File: config.mk
export PLATFORM = sky130hd
export DESIGN_NAME = prc_split_mult
export DESIGN_NICKNAME = d
export VERILOG_FILES = /design/src/rtl/prc_pkg.sv /design/src/rtl/prc_split_mult.sv
export SDC_FILE = /design/constraint.sdc
export NUM_CORES = 2
export LEC_CHECK = 0
export BUFFER_PORTS_ARGS = -buffer_cell sky130_fd_sc_hd__buf_2
export CORE_MARGIN = 1
export CORE_UTILIZATION = 65
export DETAILED_ROUTE_END_ITERATION = 16
export GPL_TIMING_DRIVEN = 0
export PLACE_DENSITY = 0.83
export SLEW_MARGIN = 20
export SYNTH_ARGS = -nofsm -noshare
export SYNTH_HDL_FRONTEND = slang
export SYNTH_SLANG_ARGS = --single-unit
export TNS_END_PERCENT = 50
File: constraint.sdc
create_clock -name clock -period 8.2 [get_ports clock]
set_input_delay 0.41 -clock clock [delete_from_list [all_inputs] [get_ports clock]]
set_output_delay 0.41 -clock clock [all_outputs]
set_load 0.03 [all_outputs]
File: src/rtl/prc_pkg.sv
`timescale 1ns / 1ps

package prc_pkg;

   // sine and cosine magnitudes in Q30, with one spare bit so that 1.0 fits
   localparam int SINE_FRAC = 30;
   localparam int SINE_W    = 31;
   localparam int TRIG_W    = 32;
   localparam int HORNER_STEPS = 6;

   localparam logic [SINE_W-1:0] SINE_ONE  = 31'h4000_0000;
   localparam logic [SINE_W-1:0] SINE_HALF = 31'h2000_0000;

   localparam logic [SINE_W-1:0] SINE_COEF_TOP = 31'd61;
   localparam logic [SINE_W-1:0] SINE_COEF [0:HORNER_STEPS-1] = '{
      31'd3864, 31'd172272, 31'd5026995, 31'd85569306, 31'd693598668, 31'd1686629713
   };

   // pipeline registers from u_in to s_out of the quarter sine pipeline
   localparam int SINE_LAT = HORNER_STEPS + 2;

   typedef enum logic [1:0] {
      QUAD_I,
      QUAD_II,
      QUAD_III,
      QUAD_IV
   } quadrant_type;

endpackage

File: src/rtl/prc_split_mult.sv
`timescale 1ns / 1ps

module prc_split_mult
   import prc_pkg::*;
#(
   parameter int A_BITS = 33
)
(
   input  logic                             clock,
   input  logic signed [A_BITS-1:0]         a_in,
   input  logic signed [TRIG_W-1:0]         b_in,
   output logic signed [A_BITS+TRIG_W-1:0]  p_out
);

   localparam int LO_BITS = A_BITS / 2;
   localparam int HI_BITS = A_BITS - LO_BITS;
   localparam int PW      = A_BITS + TRIG_W;

   logic signed [LO_BITS:0]          a_lo;
   logic signed [HI_BITS-1:0]        a_hi;
   logic signed [LO_BITS+TRIG_W:0]   pp_lo_in, pp_lo_ff;
   logic signed [HI_BITS+TRIG_W-1:0] pp_hi_in, pp_hi_ff;
   logic signed [PW-1:0]             hi_ext, lo_ext, p_in, p_ff;

   // low half as a non-negative operand, high half keeps the sign
   assign a_lo     = {1'b0, a_in[LO_BITS-1:0]};
   assign a_hi     = a_in[A_BITS-1:LO_BITS];
   assign pp_lo_in = a_lo * b_in;
   assign pp_hi_in = a_hi * b_in;

   always_ff @(posedge clock) begin
      pp_lo_ff <= pp_lo_in;
      pp_hi_ff <= pp_hi_in;
   end

   assign hi_ext = {pp_hi_ff, {LO_BITS{1'b0}}};
   assign lo_ext = PW'(pp_lo_ff);
   assign p_in   = hi_ext + lo_ext;

   always_ff @(posedge clock) begin
      p_ff <= p_in;
   end

   assign p_out = p_ff;

endmodule

==> summary.txt <==
Critical path
  – CP required: 8.55 ns
  – Max incr delay on CP: 0.80 ns
  – Crit end category: flop
  – Critical path arrival: 8.26 ns
  – Worst setup SP type: input pin
  – Bufs and invs on worst path: 5
  – Crit. Startpoint: b_in[12]
  – Cells on worst reg2reg path: 11
  – Slowest CP cell: clkbuf_1
  – CP dominant cell by count: fa_1
  – Critical path type: input pin to flop
  – Setup slack, reg-to-reg: 4.38 ns
  – Worst reg2reg startpoint: pp_hi_ff[4]$_DFF_P_
  – Reg2reg end: p_out[61]$_DFF_P_
  – Worst-path maximum fanout: 10
  – Crit path depth: 23
  – Delay-heaviest family, CP: adder cells
  – CP Cell Sequence: buf_2 -> clkbuf_1 -> nand2_1 -> fa_1 -> fa_1 -> fa_1 -> inv_1 -> fa_1 -> fa_1 -> inv_1 -> fa_1 -> inv_1 -> ha_1 -> nand2_1 -> o21a_1 -> o221a_2 -> a31oi_1 -> a21boi_1 -> o21ai_0 -> or2_2 -> and3_1 -> o21ai_0 -> a221oi_1

Worst hold path
  – Hold Crit Endpoint: pp_lo_ff[0]$_DFF_P_
  – Hold Path Origin: a_in[0]
  – Hold Path Stages: 2
  – Hold Path Class: input pin to flop

Clock network
  – Worst skew pair latency: 0.49 ns
  – CTS Buf Count: 17
  – Post-CTS sizing: 0
  – Clk slew on worst S/H paths: 0.08 ns
  – Clock Sinks: 163
  – Clock Tree Buf Depth: 2
  – CTS root buf: clkbuf_16
  – CTS tree: done
  – H-tree depth: 4
  – Post-CTS Setup Bufs: 0
  – Post-CTS Hold Buffers: 0

Yosys
  – Mapped Nets: 6,052
  – Post-synth EDFFs: 0
  – Post-synthesis xor/xnor area fraction: 2.89%
  – Sequential-to-total area share from yosys stat: 7.69%
  – Mean Syn Cell Area: 9.04 um2
  – Main synth FF type: dfxtp_1
  – Mux cell area share after synthesis: 0.0472%
  – Simple-gate portion of the synthesized area: 15.0%
  – Main combinational cell family by area after synthesis: adder cells
  – Compound-Gate Fraction of Synth Area: 6.38%
  – Synthesis Warnings: 0
  – Cell variety after synth: 65
  – Post-synthesis adder-cell area fraction: 55.9%
  – Synth Cell Area: 42,400 um2
  – Yosys reg bits: 163
  – Mapped Cells: 4,695
  – Fraction of registers with async set or reset after synthesis: 0%

Placed design
  – Placed cells: 5,680
  – DP Wirelength: 106,000 um
  – Placer congestion estimate: 1.07
  – Buffers on Ports: 130

Timing
  – Max-slew violation count: 0
  – Hold Fails Final Rpt: 0
  – Actual transition at the worst max-transition pin: 1.19 ns
  – Final min period: 7.91 ns
  – Clk_skew: 0.0237 ns
  – Setup-failing EPs final: 0
  – Relative slew margins: 20.8%
  – Fin crit share: 96.5%
  – RSZ-0062 raised after global routing: no
  – Final TNS setup: 0 ns
  – Max frequency: 126 MHz

Global routing
  – Initial antenna violation count: 16
  – Gr ovfl total: 0
  – Largest net degree at the start of global routing: 19
  – Overall routing resource usage: 40.6%
  – Global-route wire length before repair: 200,000 um
  – Vias in the first global route: 35,700

Routing
  – First drt pass iteration count: 7
  – Routed WL per cell: 22.3 um
  – Routed via count: 33,400
  – 1st-iter DRT viols: 3,192
  – Post-DR vias/cell: 5.84
  – Post-route ant nets: 0
  – Remaining DRCs: 0
  – Final WL: 128,000 um

Floorplan
  – Starting Density: 65.8%
  – I/O Pins: 131
  – Die width: 258 um
  – Die ar.: 66,300 um2
  – DIE HEIGHT: 258 um
  – Placement Rows: 93
  – Core footprint: 64,500 um2

Status
  – Status: completed

Layout
  – Final nets: 6,201
  – Layout cells sized above 1: 3.73%
  – Fillcell total: 5,065
  – Register area: 3260 um2
  – Non-Filler Instances: 5,720
  – Synth-to-Final Area Change: 5.52%
  – Footprint of the multi-input gates: 34,100 um2

Flow run
  – MaxCap Viol Count: 0
==> layout make-up <==
class / count / share of cell area (%)
diodes: 8 / 0.0447
plain buffers: 219 / 1.84
clock buffers: 18 / 0.981
clock inverters: 14 / 0.366
inverters: 1146 / 9.61
multi-input cells: 3167 / 76.0
flip-flops and latches: 163 / 7.29
well taps: 855 / 2.39
repair buffers: 130 / 1.45
==> cell usage in the layout (no fill, tap or decap), types with 18 or more instances in the layout <==
master,n
a21o_1,76
a21oi_1,116
fa_1,1011
nand3_1,23
a31oi_1,20
dfxtp_1,163
clkbuf_1,216
nand4_1,18
xor2_1,42
inv_1,1145
xnor2_1,98
nand2b_1,23
nor2_1,92
o21a_1,19
ha_1,280
o21bai_1,23
nand2_1,674
and2_1,433
o21ai_0,70
buf_2,130
==> state kept, by name, summed over array words and instances, names as in the netlist <==
register and cells:
p_out 65, pp_hi_ff 49, pp_lo_ff 49
==> cell families (layout without fill, tap and decap cells) <==
logic type	count (synthesis)	count (layout)
AND/OR/NAND/NOR	1323	1323
flip-flops	163	163
buffers and inverters	1365	1527
XOR/XNOR	140	140
multiplexers	2	2
other	0	8
adder cells (fa/ha/maj)	1291	1291
AO/OA/AOI/OAI	411	411
==> Yosys cell counts, types with 17 or more instances <==
cell / count / area (um2)
inv_1: 1145 / 4300
fa_1: 1011 / 20200
nand2_1: 674 / 2530
and2_1: 433 / 2710
ha_1: 280 / 3500
clkbuf_1: 216 / 811
dfxtp_1: 163 / 3260
a21oi_1: 116 / 581
xnor2_1: 98 / 858
nor2_1: 92 / 345
a21o_1: 76 / 571
o21ai_0: 70 / 350
xor2_1: 42 / 368
nand2b_1: 23 / 144
nand3_1: 23 / 115
o21bai_1: 23 / 173
a31oi_1: 20 / 125
o21a_1: 19 / 143
nand4_1: 18 / 113
a211oi_1: 17 / 128
==> worst max path at each step <==
stage	endpoint	slack [ns]
3_5_place_dp	pp_hi_ff[32]$_DFF_P_	0.1
4_1_cts	pp_hi_ff[32]$_DFF_P_	0.61
2_1_floorplan	pp_lo_ff[45]$_DFF_P_	1.87
5_1_grt	pp_hi_ff[32]$_DFF_P_	0.19
3_3_place_gp	pp_hi_ff[32]$_DFF_P_	0.08
6_report	pp_hi_ff[32]$_DFF_P_	0.29
==> stage by stage <==
step	hold slack [ns]	worst slack, ns	area [um2]	utilization, %
4_1_cts	0.170	0.606	44800	69.4
6_report	0.209	0.288	44800	69.5
5_1_grt	0.208	0.188	44800	69.4
3_3_place_gp	0.311	0.0784	44200	68.5
2_1_floorplan	0.310	1.87	42400	-
3_5_place_dp	0.313	0.0970	44200	68.5
==> per-layer routing <==
metal	vias to the layer above	global-route usage [%]	routed length (um)
met2	2176	62.0	56000
met5	-	0	103
met1	16600	48.8	43300
li1	14100	-	-
met4	16	27.8	10900
met3	605	13.7	17300
Power is left out: the tool's default activity adds up to more than one toggle a clock period on the data nets, which glitch-free logic cannot reach.
